===== src/wess_pkg.sv =====
// ----------------------------------------------------------------------------
// wess_pkg
// Shared constants, codes, control structs and the falloff table of the
// water entry splash stamp.
// ----------------------------------------------------------------------------
package wess_pkg;

  // grid geometry, grid size must be a power of two
  localparam int GRID_SIZE  = 64;
  localparam int GRID_BITS  = $clog2(GRID_SIZE);
  localparam int CELL_COUNT = GRID_SIZE * GRID_SIZE;
  localparam int CELL_BITS  = $clog2(CELL_COUNT);

  // bodies and stamp radius
  localparam int MAX_BODIES = 256;
  localparam int FLAG_BITS  = $clog2(MAX_BODIES);
  localparam int MAX_RADIUS = 4;
  localparam int RI_BITS    = $clog2(MAX_RADIUS);
  localparam int OFS_BITS   = $clog2(MAX_RADIUS) + 2;
  localparam int D2_DEPTH   = 2 * MAX_RADIUS * MAX_RADIUS + 1;
  localparam int D2_BITS    = $clog2(D2_DEPTH);

  // arithmetic constants
  localparam logic [31:0] SPEED_MIN = 32'd6554;
  localparam logic [16:0] FOAM_ONE  = 17'h10000;
  localparam logic [31:0] DISP_MAX  = 32'h7fff_ffff;

  // command modes
  localparam logic [1:0] MODE_BODY  = 2'd0;
  localparam logic [1:0] MODE_WRITE = 2'd1;
  localparam logic [1:0] MODE_READ  = 2'd2;

  // configuration register indexes
  localparam logic [1:0] CFG_CPM      = 2'd0;
  localparam logic [1:0] CFG_STRENGTH = 2'd1;
  localparam logic [1:0] CFG_RADIUS   = 2'd2;

  // controller to datapath commands
  typedef struct packed {
    logic       load;
    logic       flag_upd;
    logic [1:0] sq_sel;
    logic       sq_acc;
    logic       sqrt_start;
    logic       coord;
    logic       stamp_init;
    logic       cell_rd;
    logic       mul_lo;
    logic       mul_hi;
    logic       cell_wr;
    logic       cell_next;
    logic       load_cell;
    logic       read_cell;
    logic       read_capture;
  } wess_cmd_t;

  // datapath to controller status
  typedef struct packed {
    logic [1:0] mode;
    logic       entry;
    logic       sqrt_busy;
    logic       fast;
    logic       in_disk;
    logic       last;
  } wess_stat_t;

  typedef logic [MAX_RADIUS-1:0][D2_DEPTH-1:0][16:0] fall_tab_t;

  // falloff 1 - floor(sqrt(d2)*65536)/r in Q1.16, zero outside the disk
  function automatic logic [16:0] calc_fall(int d2, int r);
    logic [63:0] v;
    logic [63:0] res;
    logic [63:0] bt;
    logic [63:0] q;
    v   = 64'(d2) << 32;
    res = '0;
    bt  = 64'h4000_0000_0000_0000;
    for (int i = 0; i < 32; i++) begin
      if (v >= res + bt) begin
        v   = v - (res + bt);
        res = (res >> 1) + bt;
      end else begin
        res = res >> 1;
      end
      bt = bt >> 2;
    end
    case (r)
      1:       q = res;
      2:       q = res >> 1;
      3:       q = res / 3;
      4:       q = res >> 2;
      5:       q = res / 5;
      6:       q = res / 6;
      7:       q = res / 7;
      8:       q = res >> 3;
      default: q = res;
    endcase
    if (d2 > r * r) begin
      return 17'd0;
    end
    return 17'(64'h10000 - q);
  endfunction

  function automatic fall_tab_t build_fall();
    fall_tab_t t;
    t = '0;
    for (int r = 1; r <= MAX_RADIUS; r++) begin
      for (int d = 0; d < D2_DEPTH; d++) begin
        t[r-1][d] = calc_fall(d, r);
      end
    end
    return t;
  endfunction

  localparam fall_tab_t FALL_TAB = build_fall();

endpackage


===== src/wess_ctrl.sv =====
// ----------------------------------------------------------------------------
// wess_ctrl
// Controller: sequences body events, grid cell loads and reads.
// ----------------------------------------------------------------------------
module wess_ctrl
  import wess_pkg::*;
(
  input  logic       clk,
  input  logic       rst,
  input  logic       start,
  input  wess_stat_t stat,
  output wess_cmd_t  cmd,
  output logic       busy,
  output logic       done
);

  localparam logic [4:0] S_IDLE  = 5'd0;
  localparam logic [4:0] S_DISP  = 5'd1;
  localparam logic [4:0] S_FLAG  = 5'd2;
  localparam logic [4:0] S_SQ0   = 5'd3;
  localparam logic [4:0] S_SQ1   = 5'd4;
  localparam logic [4:0] S_SQ2   = 5'd5;
  localparam logic [4:0] S_SQRT  = 5'd6;
  localparam logic [4:0] S_WAIT  = 5'd7;
  localparam logic [4:0] S_CHECK = 5'd8;
  localparam logic [4:0] S_COORD = 5'd9;
  localparam logic [4:0] S_INIT  = 5'd10;
  localparam logic [4:0] S_SCAN  = 5'd11;
  localparam logic [4:0] S_MUL0  = 5'd12;
  localparam logic [4:0] S_MUL1  = 5'd13;
  localparam logic [4:0] S_WR    = 5'd14;
  localparam logic [4:0] S_DONE  = 5'd15;
  localparam logic [4:0] S_WRITE = 5'd16;
  localparam logic [4:0] S_READ  = 5'd17;
  localparam logic [4:0] S_RDCAP = 5'd18;

  logic [4:0] state;
  logic [4:0] state_next;

  always_ff @(posedge clk) begin
    if (rst) begin
      state <= S_IDLE;
    end else begin
      state <= state_next;
    end
  end

  assign busy = state != S_IDLE;
  assign done = state == S_DONE;

  // next state and commands
  always_comb begin
    state_next = state;
    cmd        = '0;
    case (state)
      S_IDLE: begin
        if (start) begin
          cmd.load   = 1'b1;
          state_next = S_DISP;
        end
      end
      S_DISP: begin
        case (stat.mode)
          MODE_BODY:  state_next = S_FLAG;
          MODE_WRITE: state_next = S_WRITE;
          MODE_READ:  state_next = S_READ;
          default:    state_next = S_DONE;
        endcase
      end
      S_FLAG: begin
        cmd.flag_upd = 1'b1;
        state_next   = stat.entry ? S_SQ0 : S_DONE;
      end
      S_SQ0: begin
        cmd.sq_acc = 1'b1;
        cmd.sq_sel = 2'd0;
        state_next = S_SQ1;
      end
      S_SQ1: begin
        cmd.sq_acc = 1'b1;
        cmd.sq_sel = 2'd1;
        state_next = S_SQ2;
      end
      S_SQ2: begin
        cmd.sq_acc = 1'b1;
        cmd.sq_sel = 2'd2;
        state_next = S_SQRT;
      end
      S_SQRT: begin
        cmd.sqrt_start = 1'b1;
        state_next     = S_WAIT;
      end
      S_WAIT: begin
        if (!stat.sqrt_busy) begin
          state_next = S_CHECK;
        end
      end
      S_CHECK: begin
        state_next = stat.fast ? S_COORD : S_DONE;
      end
      S_COORD: begin
        cmd.coord  = 1'b1;
        state_next = S_INIT;
      end
      S_INIT: begin
        cmd.stamp_init = 1'b1;
        state_next     = S_SCAN;
      end
      S_SCAN: begin
        if (stat.in_disk) begin
          cmd.cell_rd = 1'b1;
          state_next  = S_MUL0;
        end else begin
          cmd.cell_next = 1'b1;
          state_next    = stat.last ? S_DONE : S_SCAN;
        end
      end
      S_MUL0: begin
        cmd.mul_lo = 1'b1;
        state_next = S_MUL1;
      end
      S_MUL1: begin
        cmd.mul_hi = 1'b1;
        state_next = S_WR;
      end
      S_WR: begin
        cmd.cell_wr   = 1'b1;
        cmd.cell_next = 1'b1;
        state_next    = stat.last ? S_DONE : S_SCAN;
      end
      S_WRITE: begin
        cmd.load_cell = 1'b1;
        state_next    = S_DONE;
      end
      S_READ: begin
        cmd.read_cell = 1'b1;
        state_next    = S_RDCAP;
      end
      S_RDCAP: begin
        cmd.read_capture = 1'b1;
        state_next       = S_DONE;
      end
      S_DONE: begin
        state_next = S_IDLE;
      end
      default: begin
        state_next = S_IDLE;
      end
    endcase
  end

endmodule


===== config.mk =====
export PLATFORM = sky130hd
export DESIGN_NAME = wess_ctrl
export DESIGN_NICKNAME = d
export VERILOG_FILES = /design/src/wess_pkg.sv /design/src/wess_ctrl.sv
export SDC_FILE = /design/constraint.sdc
export NUM_CORES = 1
export LEC_CHECK = 0
export ABC_AREA = 1
export BUFFER_PORTS_ARGS = -buffer_cell sky130_fd_sc_hd__buf_2
export CELL_PAD_IN_SITES_DETAIL_PLACEMENT = 0
export CELL_PAD_IN_SITES_GLOBAL_PLACEMENT = 1
export CORE_MARGIN = 2
export CORE_UTILIZATION = 30
export CTS_CLUSTER_SIZE = 20
export DETAILED_ROUTE_END_ITERATION = 12
export GPL_TIMING_DRIVEN = 0
export HOLD_SLACK_MARGIN = 0.05
export PLACE_DENSITY = 0.89
export REMOVE_ABC_BUFFERS = 1
export SLEW_MARGIN = 30
export SYNTH_ARGS = -nofsm -noshare
export SYNTH_HDL_FRONTEND = slang
export SYNTH_SLANG_ARGS = --single-unit

===== constraint.sdc =====
create_clock -name clk -period 1.75 [get_ports clk]
set_clock_uncertainty 0.1 [all_clocks]
set_input_delay 0.2625 -clock clk [delete_from_list [all_inputs] [get_ports clk]]
set_output_delay 0.2625 -clock clk [all_outputs]
set_load 0.01 [all_outputs]

==> results.txt, run 1 <==
- The hold violation total from the final report is 0.
- Of the post-synthesis cell area, the dominant cell type holds 0.1567.
* Vias: a little under 800
* Post-route non-filler standard cell count: approximately 170
- The path class of the tightest hold or removal check is in2reg.
- The number of antenna diodes in the final layout is 0.
* Static leakage: around 0.00055 uW
- Clock-pin slew was measured on the worst setup and hold paths at about 60 ps.
* Pin count of the biggest net entering global routing: 11
- Area taken by multi-input logic gates: roughly 460 um^2
* Post-CTS setup buffers: 0
- Slowest stage cell, crit path: dfxtp_4
- Global routing finished with a remaining overflow of 0.
* Average wire length per cell after detail routing: 10.16 um
- After synthesis, the mean cell area works out to 5.732 um^2.
- The final max-slew violation count came to 0.
- Required time of the critical path: roughly 1400 ps
* Warning count from the yosys run: 0
- GP Congestion: between 0.8 and 0.9
- Measured in cells, the most critical reg-to-reg path has a length of 9.
* Largest reg by FF count: state
* Total Routing Usage GR: 0.1409
- For this run, design rule violations remaining after detail routing come to 0.
* Highest attainable clock frequency: 596.8 MHz
* Routed WL: 1.768 mm
* Site row count: 17
- The startpoint identified for the worst register-to-register timing path is state[4].
* H-tree levels: 1
- The largest registers in the layout are state (5).
- TritonCTS clock tree: done
- At the later pin of the worst-skew pair, clock insertion delay measures roughly 250 ps.
- Count of input and output buffers: 27
* Worst-case clock buffer depth: 2
* Hold Crit Depth: 2
* Total clock sinks: 5
- The worst setup path is launched from a flop.
- Count of unique library cells instantiated by Yosys: 25
- Run status: completed
- Endpoint of the lowest-slack register-to-register path: state[1]
- Crit path kind: reg2out
* Maximum ir drop on the vdd rail: about 0.00064 V
* Seq cells post-synth: 5
* Syn Std Cell Area: 670.6 um^2
- Crit-path cells: nor2_8, inv_1, nor2_1, nand2_1, inv_1, buf_2
- The startpoint identified for the worst hold timing path is rst.
- In the finished design, the share of the clock period the worst path needs comes to 0.9575.
- First-pass GRT wire length: 2.849 mm
* # hold bufs at CTS: 0
* Core region area: roughly 0.0022 mm^2
- Data arrives at the worst endpoint at ~1300 ps.
- Setup violations remaining at the end of the flow were counted as 0.
- The register with the most flip-flops in the layout has 5 of them.
- The die is between 50 and 60 um tall.
- Relative slew margins: 0.8570
* Number of nets in the final layout: ~160
- First-pass detailed-route iteration total: 4
- Part of the Yosys area used for sequential elements: 0.1493
- Filler Cell Count: between 200 and 300
- Subtracting the final worst setup slack from the clock period gives roughly 1700 ps.
- Cell count after synthesis: around 120
- Number of maximum-capacitance violations: 0
* Register area: about 110 um^2
* Dpl hpwl: about 1.5 mm
* CP max FO: 8
- Nature of the critical path endpoint: primary output
- Relative to the synthesized area, the layout overhead comes to 29.10%.
- Boundary Pins: 28
- Worst Max-Slew Pin Slew: 212.5 ps
* Initial detailed-routing violation count: 13
- For this configuration, the core starts out at a cell density of 0.3091.
- Of the cells placed in the final design, the portion with a size suffix greater than 1 is 0.3836.
* Antenna violations before repair: 0
- The largest single stage delay on the critical path is 400 ps.
- Post-Place Cells: between 150 and 200
- Power density normalized to cell area: about 1400 mW/mm^2
* Aggregate negative setup slack: 0 ps
* Leading cell types by total area after synthesis: nor2_1 16%, dfxtp_1 15%, nand2_1 12%, inv_1 10%, nand3_1 7.5%
- Most used cell, CP: inv_1
- Area leader, netlist: nor2_1
* Number of global-route vias before repair: 700
- Counting the buffers created by CTS gives 3.
- Final std cell area, no fill: around 870 um^2
- For hold timing, the worst endpoint is state[3].
- The die is approximately 51 um wide.
- Die outline area: 0.002630 mm^2
- Clock tree synthesis selected as its root buffer the cell clkbuf_4.
- After detailed placement, the total cell area comes to a little over 800 um^2.
* Average vias per placed instance: 4.489
* Antenna-violating nets left: 0
* Reg2reg setup slack: around 370 ps
==> cell type report <==
class,count,area share
Multi-Input combinational cell,87,0.5361
Timing Repair Buffer,27,0.1561
Tap cell,28,0.04046
Sequential cell,5,0.1286
Clock inverter,1,0.005780
Inverter,23,0.1069
Clock buffer,3,0.02601
==> stage by stage <==
step	total power [uW]	util	hold WS [ps]	setup WS [ps]
floorplan	813.5	-	231.6	352.5
global placement	1019	0.3789	373.1	167.5
detailed placement	1027	0.3789	381.4	132.1
CTS	1170	0.3927	113.0	22.94
global route	1295	0.3991	116.2	-11.37
finish	1180	0.3991	110.9	74.42
==> placed cells by master, fill, tap and decap left out, drive strengths merged <==
master,netlist,layout
nor2,33,33
buf,2,27
nand2,27,27
inv,22,21
nand3,12,12
o21ai,6,6
dfxtp,5,5
clkbuf,0,3
clkinv,1,3
a21oi,2,2
ha,2,2
nand3b,2,2
nand4,1,1
nor3,1,1
nor4,1,1
==> per-layer routing <==
metal / global-route usage / vias to the layer above / wire, um
met1: 0.1805 / 342 / 746
met5: 0 / - / 0
met2: 0.2424 / 22 / 911
met4: 0.05263 / 0 / 0
li1: - / 417 / -
met3: 0.01462 / 0 / 110
==> power by group <==
part,switching [uW],internal (uW),total [uW],leakage (uW)
Sequential,116,170,286,0.0000436
Combinational,468,288,756,0.000487
Clock,54.7,83.1,138,0.0000177
==> cells in the mapped netlist <==
cell / count
nand2_1: 21
inv_2: 3
dfxtp_1: 5
nor3_1: 1
nand4_1: 1
nand2_4: 2
ha_1: 2
nand3_1: 10
o21ai_0: 4
nor2_4: 1
o21ai_1: 2
buf_6: 1
nand3b_4: 1
nor2_8: 1
buf_4: 1
nand2_2: 4
nor2_1: 28
a21oi_1: 2
inv_1: 18
nand3_2: 2
inv_4: 1
nor4_1: 1
nand3b_1: 1
clkinv_2: 1
nor2_2: 3
==> what timing repair did <==
| item | CTS | global route |
|---|---|---|
| gates resized for setup | 2 | 7 |
| pin swaps | 0 | 0 |
| cloned | 0 | 0 |
| setup endpoints to repair | 5 | 3 |
==> worst max-delay path by stage <==
stage                  start        to  slack [ps]  cells after the start
global route        state[2]    cmd[1]         -10                      6
CTS                 state[4]    cmd[3]          20                      6
global placement    state[3]    cmd[3]         170                      5
detailed placement  state[2]   cmd[11]         130                      7
floorplan           state[2]  state[3]         350                      6
finish              state[2]    cmd[1]          70                      6
==> logic make-up after synthesis <==
logic type      after synthesis  synth area share
buf+inv                      25            0.1623
simple gates                 77            0.5914
flops                         5            0.1493
compound gates                8           0.05970
fa+ha+maj                     2           0.03731
==> worst max-delay path, delay by kind of cell, from the launching register on <==
family | cells | cell delay (ps)
AND/OR/NAND/NOR | 3 | 400
flip-flops | 1 | 400
buffers and inverters | 3 | 260
No activity file was read; power rests on OpenSTA's default activity.
==> run 2, diff against run 1 <==
- CTS_CLUSTER_DIAMETER: unset -> 50
- CTS_CLUSTER_SIZE: 20 -> 16
- PLACE_DENSITY: 0.89 -> 0.84
==> results.txt, run 2 (synthesis results as in run 1) <==
- The clock-pin transition on the worst setup and hold timing paths came to 40 ps (-20 ps).
* Nature of the critical path endpoint: primary output
* Top flop regs: state (5)
* Crit path time final: 1648 ps (-27.80 ps)
- Largest register FFs: 5 (unchanged)
* Area overhead of the layout relative to synthesis: 28.17%
- Slowest stage delay, CP: 480 ps (+80 ps)
- CP Buf/Inv Count: 1 (-2)
- Core region area: 0.002170 mm^2 (unchanged)
- The die width is 51.28 um (unchanged).
- The maximum number of pins on one net before global-route repair was 11 (unchanged).
- The via count was 782 (+0.13%).
- Routed WL: 1.713 mm (-3.1%)
- The count of antenna-violating nets left after detailed routing was 0 (unchanged).
* Maximum ir drop on the vdd rail: 0.0007129 V (+12%)
- CTS placed an instance of clkbuf_4 at the clock tree root.
* Most common cell after layout, fill and taps aside: nor2_1
- The final max-slew violation count was 0 (unchanged).
* Floorplan die height: 51.28 um (unchanged)
- The worst endpoint required time came to 1390 ps (about the same).
- The number of I/O port buffers is 27 (unchanged).
- Counting flops per register, the top entry is state.
- The slew at the pin closest to its max-slew limit is 265.9 ps (+53.35 ps).
* Top library cells by usage in the layout, fill and taps aside: 28 x nor2_1, 27 x buf_2, 21 x nand2_1
* Register area: 108.9 um^2 (-2.2%)
* Initial detailed-routing violation count: 13 (unchanged)
* Aggregate negative setup slack: 0 ps (unchanged)
- H-tree levels: 1 (unchanged)
- The via count of the first global-routing pass was 691 (-1.3%).
* Ratio of final minimum period to clock period: 0.9416 (-0.01589)
* Static leakage: 0.0005444 uW (-0.63%)
- Total Routing Usage GR: 0.1396 (-0.001305)
- CP max FO: 10 (+2)
- Worst-case clock buffer depth: 2 (unchanged)
- # hold bufs at CTS: 0 (unchanged)
* Post-CTS setup buffers: 0 (unchanged)
- The tightest min-delay check is of the in2reg type.
- The overflow left after global routing was 0 (unchanged).
- Worst-skew pair later-pin latency: 240 ps (about the same)
- The maximum clock rate was 606.9 MHz (+1.7%).
- The first-pass GRT wire length came to 2.835 mm (-0.49%).
- By instance count, the cell type seen most on the critical path is nand2_1.
- The power density normalized to cell area was 1353 mW/mm^2 (-0.70%).
- The area of the multi-input gates was 461.7 um^2 (-0.54%).
- Starting utilization of the core area: 0.3091 (unchanged)
- Antenna Diode Count: 0 (unchanged)
- Setup repair after global routing left no endpoint under its margin.
- The flow ran to the end, and the final reports show no timing, DRC or antenna violations.
* Antenna violations before repair: 0 (unchanged)
* Total clock buffers created by CTS: 3 (unchanged)
* Setup violation total in the final timing report: 0 (unchanged)
- The share of post-route cells with drive strength above 1 was 0.3699 (-0.01370).
* Boundary Pins: 28 (unchanged)
- The hold violation total from the final report came to 0 (unchanged).
* Dpl hpwl: 1.470 mm (-1.9%)
- The wire length per cell came to 9.845 um (-3.1%).
* Crit path kind: reg2out
* Crit path max-delay family: flip-flops
* Number of maximum-capacitance violations: 0 (unchanged)
- Crit-path cells: nand2_1, nor2_2, nand3_1, nand2_1, buf_2
- The number of vias per cell after detailed routing is 4.494 (+0.13%).
- The count of cells along the worst hold path was 2 (unchanged).
* Filler Cell Count: 254 (-1.9%)
- TritonCTS clock tree: done
- The clock sink total came to 5 (unchanged).
* Path length in cells of the critical path: 5 (-1)
- The total die area was 0.002630 mm^2 (unchanged).
* Post-route DRC: 0 (unchanged)
- The worst reg-to-reg path cell count is 9 (unchanged).
- Site row count: 17 (unchanged)
- Number of nets in the final layout: 159 (unchanged)
* GP Congestion: 0.8690 (+1.1%)
* Kind of start point of the critical path: flop
* First-pass detailed-route iteration total: 4 (unchanged)
- For this design, the slowest cell found on the critical path is dfxtp_2.
- The sum of internal, switching and leakage power came to 1163 uW (-1.4%).
- Relative slew margins: 0.8227 (-0.03426)
* Data arrival time of the worst path: 1290 ps (-20 ps)
[run 2: cell types whose count changed in the layout (fill, tap and decap cells not counted), sizes merged]
cell / before / now
clkinv: 3 / 2
clkbuf: 3 / 4
[run 2: metrics by stage]
stage	util	hold WS (ps)	worst slack [ps]	instance area (um^2)	std cells
floorplan	-	231.6	352.5	651.9	115
finish	0.3962	121.4	102.2	859.6	174
global route	0.3962	120.4	13.40	859.6	174
CTS	0.3922	117.2	53.90	850.8	174
detailed placement	0.3789	374.9	170.7	822.0	170
global placement	0.3789	369.7	157.7	822.0	170
[run 2: power breakdown]
group          internal (uW)  switching (uW)  leakage, uW
registers                168             111    0.0000433
logic                    285             467     0.000486
clock network           86.2            46.4    0.0000150
[run 2: per-layer routing]
metal / up-vias / global-route usage / part of all wire
li1: 421 / - / -
met1: 343 / 0.1749 / 0.45
met2: 18 / 0.2468 / 0.50
met3: 0 / 0.02047 / 0.041
met4: 0 / 0.03947 / 0
met5: - / 0 / 0
[run 2: worst reg2reg max path: cells and delay by family (launching register included)]
| family | cells | cell delay (ps) |
|---|---|---|
| flip-flops | 1 | 400 |
| AO/OA/AOI/OAI | 1 | 100 |
| buffers and inverters | 2 | 170 |
| AND/OR/NAND/NOR | 6 | 500 |
[run 2: worst paths after layout]
kind	start	to	slack (ps)
max	state[3]	cmd[3]	100
max reg2reg	state[4]	state[1]	390
min	rst	state[0]	120
min reg2reg	state[0]	state[4]	480
[run 2: cell type report]
class | instances | area share
multi-input combinational | 87 | 0.5371
timing repair buffer | 27 | 0.1572
sequential | 5 | 0.1266
inverter | 23 | 0.1077
tap | 28 | 0.04076
clock buffer | 4 | 0.03057
[run 2: what timing repair did]
| item | 4_1_cts | 5_1_grt |
|---|---|---|
| pin swaps | 0 | 0 |
| endpoints found under the setup margin | 4 | 3 |
| cloned | 0 | 0 |
| gates resized for setup | 2 | 5 |
